**src/sgt_ram.sv**
```systemverilog
`default_nettype none
module sgt_ram #(
   parameter int WIDTH = 8,
   parameter int DEPTH = 16,
   localparam int AW = $clog2(DEPTH)
) (
   input  wire logic             clock,
   input  wire logic             we,
   input  wire logic [AW-1:0]    waddr,
   input  wire logic [WIDTH-1:0] wdata,
   input  wire logic [AW-1:0]    raddr,
   output logic      [WIDTH-1:0] rdata
);

   logic [WIDTH-1:0] mem [DEPTH];

   always_ff @(posedge clock) begin
      if (we) begin
         mem[waddr] <= wdata;
      end
      rdata <= mem[raddr];
   end

endmodule
`default_nettype wire

```
**config.mk**
```make
export PLATFORM = sky130hd
export DESIGN_NAME = sgt_ram
export DESIGN_NICKNAME = d
export VERILOG_FILES = /design/src/sgt_ram.sv
export SDC_FILE = /design/constraint.sdc
export NUM_CORES = 1
export LEC_CHECK = 0
export BUFFER_PORTS_ARGS = -buffer_cell sky130_fd_sc_hd__buf_4
export CORE_UTILIZATION = 50
export DETAILED_ROUTE_END_ITERATION = 12
export GPL_TIMING_DRIVEN = 0
export MAX_ROUTING_LAYER = met4
export PLACE_DENSITY = 0.67
export SLEW_MARGIN = 20
export SYNTH_ARGS = -nofsm -noshare
export SYNTH_HDL_FRONTEND = slang
export SYNTH_SLANG_ARGS = --single-unit
```
**constraint.sdc**
```tcl
create_clock -name clock -period 4.25 [get_ports clock]
set_input_delay 0.6375 -clock clock [delete_from_list [all_inputs] [get_ports clock]]
set_output_delay 0.6375 -clock clock [all_outputs]
set_load 0.02 [all_outputs]
```
## After elaboration in Yosys (flattened, before gate mapping)

Memories as Yosys holds them, arrays and structs flattened. A register that Yosys moved wholly into a read port is not among the register bits.
Cells that the tools add are included.

| operators by class | value |
|---|---|
| mux-type cells | 2 |

Operator list:

| operator | count |
|---|---|
| $mux 1 | 2 |

| storage, ports and cells | value |
|---|---|
| register bits | 0 |
| memory bits (writable) | 128 |
| input bits | 18 |
| output and inout port bits | 8 |
| word-level logic and storage cells | 3 |
| memories kept | 1 |

Memory list:

| name | words | bits a word | read ports | clocked after Yosys merged registers in | wr ports | RTL line | RTL |
|---|---|---|---|---|---|---|---|
| mem | 16 | 8 | 1 | 1 | 1 | 15 | `logic [WIDTH-1:0] mem [DEPTH];` |

## Depth between registers and ports, before layout

Gate-level depths: netlist of run 1.

| depth | value |
|---|---|
| depth in word-level cells | 2 |
| mapped depth | 5 |
| gate-level depth less buffers | 3 |

## Least setup slack after synthesis of run 1

No wires, ideal clock.

| timing path | value |
|---|---|
| path kind | input to register |
| start point | input waddr[2] |
| end point | memory mem[0][0], enable pin |
| data arrival time | 1747 ps |
| data required time | 3867 ps |
| path slack | 2120 ps |
| stages on the path | 2 |
| path buffers | 0 |
| cell sequence | or3b_2 -> nor3_1 |

RTL lines:

| element | RTL line | RTL |
|---|---|---|
| start: declaration | 9 | `input wire logic [AW-1:0] waddr,` |
| end: declaration | 15 |  |

Straight into the memory's write port.

## Final worst setup path of run 1

| timing path | value |
|---|---|
| start point | input waddr[2] |
| end point | memory mem[3][2], enable pin |

Straight into the memory's write port.

==> impl_metrics.ini, run 1 <==
[finish]
n_antenna_cell = 0
layout.nets = 290
syn_to_final_growth_pct = 18.3
drive_gt1_frac = 0.298

[global_routing]
grt_overflow_total = 0
antenna_found_initial = 0
grt_pass1_vias = 2385
grt_usage = 0.208
grt_pass1_wl_um = 14000
grt_max_degree = 17

[critical_path]
crit_path_max_incr_delay_ps = 690
setup.worst_path.start = waddr[2]
crit_chain = buf_4, or3b_2, nor2_1
regToRegStartpoint = mem[10][1]$_DFFE_PP_
cp.required_ps = 4380
critPathKind = input port to flop
worst_setup_path_end_kind = flop
crit_family = simple AND/OR/NAND/NOR gates
path_buf_inv = 1
arrival_ps = 1980
endpoint = mem[3][2]$_DFFE_PP_
r2r_cells = 3
ff2ff_setup_slack_ps = 2850
start_kind = input port
crit_cells = 3
reg2reg_to = rdata[1]$_DFF_P_
cp_max_fo = 8
slowest_stage = nor2_1

[clocking]
cts_resized = 0
clk_path_buf_depth = 2
ctsHoldBuffers = 0
cts_sinks = 136
root_buffer = clkbuf_8
post-cts-setup-buffers = 0
clk_pin_slew_ps = 60
clk_latency_ps = 520
cts_made_buffers = 17
cts_tree = built
htreeDepth = 4

[floorplanning]
die-area_mm2 = 0.0107
core_mm2 = 0.00986
io_pins = 26
fp.dieH_um = 103
num_rows = 36
initial_core_util = 0.522
die_w_um = 103

[detailed_routing]
dr.first_iter.drc_count = 174
ant_nets = 0
viasPerCell = 5.67
drcViolationCount = 0
route.vias.total = 2372
wl_per_cell_um = 22.8
wl_um = 9510
dr.pass1.iters = 4

[sta]
fmax_mhz = 541
setup_viol = 0
tightest_slew_ps = 872
fin_skew_ps = 7.19
slew_violations = 0
hold_violations = 0
timing.final.crit_share = 0.435
rsz0062_at_grt = false
tns_ps = 0
period_needed_ps = 1850
hold_ws_ps = 442
slew_headroom = 0.416

[synthesis]
syn_inst = 229
ys_types = 19
synth-edff-count = 128
netlist_area_mm2 = 0.00515
synth-xor-area-share = 0
synth_warnings = 0
synth_fa_ha_area_frac = 0
synth_compound_area_frac = 0.0233
ys_seq_area_frac = 0.778
avgSynthCellArea_um2 = 22.5
synthSimpleGateAreaFrac = 0.0318
synth_top_family_by_area = multiplexers
ys_ff_latch = 136
synth_top_flop_cell = edfxtp_1
synthMuxAreaShare = 0.150
synthArstFlopShare = 0
syn_nets = 247

[job]
maxCapViolations = 0

[place]
dp_hpwl_um = 5950
port_buffers = 24
routabilityCongestion = 0.726

[power]
leakagePower_nw = 2.04
ir_drop_v = 0.000242
fin_total_pwr_mw = 3.07
pwr_density_cell_mw_per_mm2 = 505

[outcome]
status = finished clean

[min_path]
hold_class = input port to flop
==> power breakdown <==
part           internal (mW)  total (mW)  switching [mW]
Combinational         0.0691       0.161          0.0919
Clock                  0.882        1.41           0.525
Sequential              1.50        1.51         0.00718
==> worst min path at each step <==
stage                    startpoint                   end  slack (ps)  depth (start not counted)
2_1_floorplan   mem[7][0]$_DFFE_PP_      rdata[0]$_DFF_P_         630                          3
3_3_place_gp    mem[3][2]$_DFFE_PP_      rdata[2]$_DFF_P_         660                          3
3_5_place_dp   mem[11][3]$_DFFE_PP_      rdata[3]$_DFF_P_         680                          3
4_1_cts                    wdata[1]  mem[14][1]$_DFFE_PP_         440                          1
5_1_grt                    wdata[6]   mem[4][6]$_DFFE_PP_         450                          1
6_report                   wdata[6]   mem[4][6]$_DFFE_PP_         440                          1
==> sequential cells by signal (all words and copies together) (netlist names) <==
register / cells
rdata: 8
mem: 128
==> layer usage <==
metal	routed length (um)	GRT usage	vias to the layer above
li1	-	-	1055
met2	4610	0.294	102
met4	207	0.0943	0
met3	794	0.0578	15
met5	0	-	-
met1	3900	0.285	1200
==> stage by stage <==
| step | worst slack [ps] | instances | util | area, um^2 |
|---|---|---|---|---|
| after floorplan | 2120 | 229 | - | 5150 |
| after detailed placement | 1840 | 386 | 0.559 | 5510 |
| after global placement | 1560 | 386 | 0.557 | 5490 |
| final | 2400 | 418 | 0.617 | 6090 |
| after CTS | 2380 | 418 | 0.617 | 6090 |
| after global routing | 2320 | 418 | 0.617 | 6090 |
==> final cells by class <==
cell class	instances	area (um^2)
clock buffers	17	414
flip-flops and latches	136	4000
repair buffers	24	180
clock inverters	15	160
well taps	133	166
plain buffers	10	86.3
fillers	693	3780
multi-input cells	83	1080
==> layout by cell type (no fill, tap or decap), drive strengths merged, types with 2 or more instances in the layout <==
master / synthesis / layout
nand2: 9 / 9
clkbuf: 0 / 17
clkinv: 0 / 9
nor2: 13 / 13
mux4: 32 / 32
clkinvlp: 0 / 3
buf: 7 / 31
nand3b: 2 / 2
a22oi: 16 / 16
clkdlybuf4s25: 3 / 3
nor3: 4 / 4
edfxtp: 128 / 128
dfxtp: 8 / 8
bufinv: 0 / 3
nand2b: 2 / 2
==> synthesized netlist by cell type (all sizes together), types with 2 or more instances <==
cell	instances	area, um^2
edfxtp	128	3840
mux4	32	773
a22oi	16	120
nor2	13	48.8
nand2	9	33.8
dfxtp	8	160
buf	7	56.3
nor3	4	20.0
clkdlybuf4s25	3	30.0
nand2b	2	12.5
nand3b	2	15.0
==> cell families (layout without fill, tap and decap cells) <==
logic type             after synthesis  in the layout
muxes                               32             32
AOI/OAI and AO/OA                   16             16
and+or+nand+nor                     35             35
DFF                                136            136
buffers and inverters               10             66
(Power assumes the default switching activity.)
==> run 2, diff against run 1 <==
Settings changed: PLACE_DENSITY 0.67 to 0.7.
Clock period 4.25 ns to 1.6 ns, I/O delays scaled along.
==> impl_metrics.ini, run 2 (synthesis results as in run 1) <==
[finish]
top_register = mem
drive_gt1_frac = 0.312
n_antenna_cell = 0
stdcell_area_mm2 = 0.00617
layout.nets = 290
final_cells = 418
layout_common_cells = edfxtp_1, buf_4, mux4_2
syn_to_final_growth_pct = 19.9
final_common_cell = edfxtp_1
largest_register_ffs = 128
reg.largest.list = mem x128, rdata x8

[critical_path]
regToRegStartpoint = mem[3][6]$_DFFE_PP_
r2r_cells = 3
cp_max_fo = 1
arrival_ps = 1810
setup.worst_path.start = mem[3][6]$_DFFE_PP_
worst_setup_path_end_kind = flop
start_kind = flop
cp.required_ps = 2000
critPathKind = flop to flop

[place]
pre_cts_ws_ps = -333
place_area_mm2 = 0.00551
routabilityCongestion = 0.685
port_buffers = 24
dp_hpwl_um = 5960
place_inst = 386

[floorplanning]
io_pins = 26
core_mm2 = 0.00986
die-area_mm2 = 0.0107
initial_core_util = 0.522
fp.dieH_um = 103
num_rows = 36
die_w_um = 103

[sta]
slew_violations = 0
slew_headroom = 0.455
hold_violations = 0
period_needed_ps = 1410
fin_skew_ps = 6.14
rsz0062_at_grt = false
final.setup.worst_slack_ps = 193
timing.final.crit_share = 0.879
fmax_mhz = 711
hold_ws_ps = 42.8
setup_viol = 0
tightest_slew_ps = 815

[clocking]
clk_path_buf_depth = 2
clk_latency_ps = 520
cts_resized = 0
htreeDepth = 4
cts_sinks = 136
cts_tree = built
ctsHoldBuffers = 0
post-cts-setup-buffers = 0
cts_made_buffers = 17
clk_pin_slew_ps = 60
root_buffer = clkbuf_8

[outcome]
status = finished clean

[min_path]
hold_class = input port to flop
holdPathStages = 1
worstHoldStart = wdata[6]

[detailed_routing]
drcViolationCount = 0
route.vias.total = 2416
dr.first_iter.drc_count = 111
ant_nets = 0
dr.pass1.iters = 4
wl_per_cell_um = 23.3
viasPerCell = 5.78
wl_um = 9730

[global_routing]
grt_pass1_vias = 2334
antenna_found_initial = 0
grt_overflow_total = 0
grt_pass1_wl_um = 14300
grt_usage = 0.215
grt_max_degree = 17

[power]
ir_drop_v = 0.000703
leakagePower_nw = 2.08
pwr_density_cell_mw_per_mm2 = 1410

[job]
maxCapViolations = 0
[run 2: cell count changes in the layout (fill, tap and decap cells not counted)]
cell       delta
clkinv_4      -2
clkinv_1      -4
clkbuf_8      +1
bufinv_16     +3
clkinv_2      +2
[run 2: area by class of cell]
cell class                 count  area (um^2)
fill                         649         3690
clock buffer                  18          428
clock inverter                14          228
timing repair buffer          24          180
multi-input combinational     83         1080
sequential                   136         4000
buffer                        10         86.3
tap                          133          166
[run 2: worst paths after layout]
kind / endpoint / slack (ps)
worst max-delay path: rdata[6]$_DFF_P_ / 190
worst min-delay path: mem[6][6]$_DFFE_PP_ / 40
worst max register to register: rdata[6]$_DFF_P_ / 190
worst min register to register: rdata[5]$_DFF_P_ / 690
[run 2: metal layers]
metal | wire length, um | GRT usage
met1 | 4320 | 0.287
met2 | 4800 | 0.313
met3 | 477 | 0.0591
met4 | 138 | 0.0910
met5 | 0 | -
[run 2: power breakdown]
group	internal, mW	switching (mW)	leakage [nW]
logic	0.184	0.246	0.539
clock network	2.87	1.39	0.316
registers	3.98	0.0205	1.22
[run 2: per-stage QoR]
step / utilization / setup TNS, ps / power [mW]
floorplan: - / 0 / 4.31
global placement: 0.557 / -18490 / 4.49
detailed placement: 0.558 / -14530 / 4.51
CTS: 0.625 / 0 / 8.75
global route: 0.625 / 0 / 8.93
finish: 0.625 / 0 / 8.69
[run 2: critical path, stage by stage, from the launching register on]
cell and delay, ps:
edfxtp_1 410, mux4_2 530, a22oi_1 250, nand2_1 100
==> run 3, diff against run 2 <==
Clock period 1.6 ns to 1.25 ns, I/O delays scaled along.
==> impl_metrics.ini, run 3 (synthesis results as in run 1) <==
[outcome]
status = complete, but fails checks
violations = negative setup slack

[power]
ir_drop_v = 0.000830
leakagePower_nw = 2.01
pwr_density_cell_mw_per_mm2 = 1670

[clocking]
clk_path_buf_depth = 2
cts_made_buffers = 17
clk_pin_slew_ps = 60
cts_sinks = 136
root_buffer = clkbuf_8
clk_latency_ps = 510
htreeDepth = 4
post-cts-setup-buffers = 0
cts_tree = built

[place]
routabilityCongestion = 0.702
port_buffers = 24
place_area_mm2 = 0.00553
dp_hpwl_um = 5860

[critical_path]
slowest_stage = mux4_2
cp_max_fo = 1
critPathKind = flop to flop
worst_setup_path_end_kind = flop
regToRegStartpoint = mem[0][0]$_DFFE_PP_
setup.worst_path.start = mem[0][0]$_DFFE_PP_
path_buf_inv = 0
start_kind = flop
r2r_cells = 3
cp.required_ps = 1640
crit_path_max_incr_delay_ps = 470
crit_family = multiplexers
arrival_ps = 1690
endpoint = rdata[0]$_DFF_P_
reg2reg_to = rdata[0]$_DFF_P_
crit_chain = mux4_2, a22oi_2, nand2_1
ff2ff_setup_slack_ps = -40
crit_cells = 3

[sta]
hold_violations = 0
period_needed_ps = 1290
rsz0062_at_grt = true
fin_skew_ps = 6.45
timing.final.crit_share = 1.03
fmax_mhz = 774
setup_viol = 6
slew_violations = 0
tightest_slew_ps = 793
final.setup.worst_slack_ps = -42.6
slew_headroom = 0.469

[detailed_routing]
wl_per_cell_um = 22.3
viasPerCell = 5.58
route.vias.total = 2360
wl_um = 9430
drcViolationCount = 0
dr.pass1.iters = 4
dr.first_iter.drc_count = 139
ant_nets = 0

[global_routing]
antenna_found_initial = 0
grt_max_degree = 17
grt_overflow_total = 0
grt_usage = 0.211
grt_pass1_wl_um = 14300
grt_pass1_vias = 2362

[floorplanning]
die_w_um = 103
core_mm2 = 0.00986
num_rows = 36
initial_core_util = 0.522
fp.dieH_um = 103
io_pins = 26
die-area_mm2 = 0.0107

[finish]
syn_to_final_growth_pct = 19.4
largest_register_ffs = 128
top_register = mem
final_common_cell = edfxtp_1
final_util = 0.623
stdcell_area_mm2 = 0.00615
nFillCells = 692
layout.nets = 295
ff_latch_area_mm2 = 0.00400
n_antenna_cell = 0
reg.largest.list = mem x128, rdata x8
drive_gt1_frac = 0.372
multi_input_area_mm2 = 0.00108
layout_common_cells = edfxtp_1, mux4_2, buf_4

[min_path]
hold_class = input port to flop

[job]
maxCapViolations = 0
-- run 3: changes by cell type in the layout (fill, tap and decap cells not counted), sizes merged --
cell,previous run,this run
dlygate4sd3,0,5
clkbuf,18,29
clkinvlp,3,0
clkinv,5,2
bufinv,6,1
-- run 3: how the worst min path moves through the flow --
stage / cells past startpoint / startpoint / to / slack, ps
4_1_cts: 1 / wdata[3] / mem[3][3]$_DFFE_PP_ / 2
3_5_place_dp: 1 / wdata[5] / mem[6][5]$_DFFE_PP_ / 530
2_1_floorplan: 0 / wdata[0] / mem[0][0]$_DFFE_PP_ / 290
3_3_place_gp: 1 / wdata[4] / mem[6][4]$_DFFE_PP_ / 510
5_1_grt: 1 / wdata[3] / mem[3][3]$_DFFE_PP_ / 1
6_report: 1 / wdata[0] / mem[13][0]$_DFFE_PP_ / 3
-- run 3: power breakdown --
group / total, mW / switching (mW) / internal [mW]
combinational: 0.603 / 0.333 / 0.270
clock: 4.53 / 1.63 / 2.90
sequential: 5.13 / 0.0258 / 5.10
total: 10.3 / 1.99 / 8.27
-- run 3: timing repair --
item                                   4_1_cts  5_1_grt
endpoints found under the hold margin       44        0
pin swaps                                    3        1
setup endpoints to repair                    8       10
hold buffers                                 5        0
cloned                                       0        0
resized for setup                           13        3
-- run 3: cell type report --
class	count	share of cell area
tap	133	0.0271
sequential	136	0.651
buffer	10	0.0187
timing repair buffer	29	0.0374
clock inverter	3	0.00651
multi-input combinational	83	0.176
clock buffer	29	0.0828
-- run 3: stage by stage --
step	cells	hold slack [ps]	setup TNS, ps	power [mW]	setup slack (ps)
5_1_grt	423	1.21	-429	10.6	-84.7
2_1_floorplan	229	286	-507	5.53	-50.2
4_1_cts	423	1.51	-197	10.3	-74.8
3_5_place_dp	386	527	-42400	5.79	-403
6_report	423	3.00	-113	10.3	-42.6
3_3_place_gp	386	507	-40550	5.77	-402
-- run 3: per-layer routing --
layer	up-vias	wire (um)	track usage
met3	13	531	0.0638
met1	1226	4120	0.295
li1	1058	-	-
met4	0	117	0.0823
met5	-	0	-
met2	63	4660	0.294
-- run 3: worst reg2reg max path, stage by stage (launching register included) --
cell      delay [ps]
edfxtp_1         380
mux4_2           470
a22oi_2          240
nand2_1           80
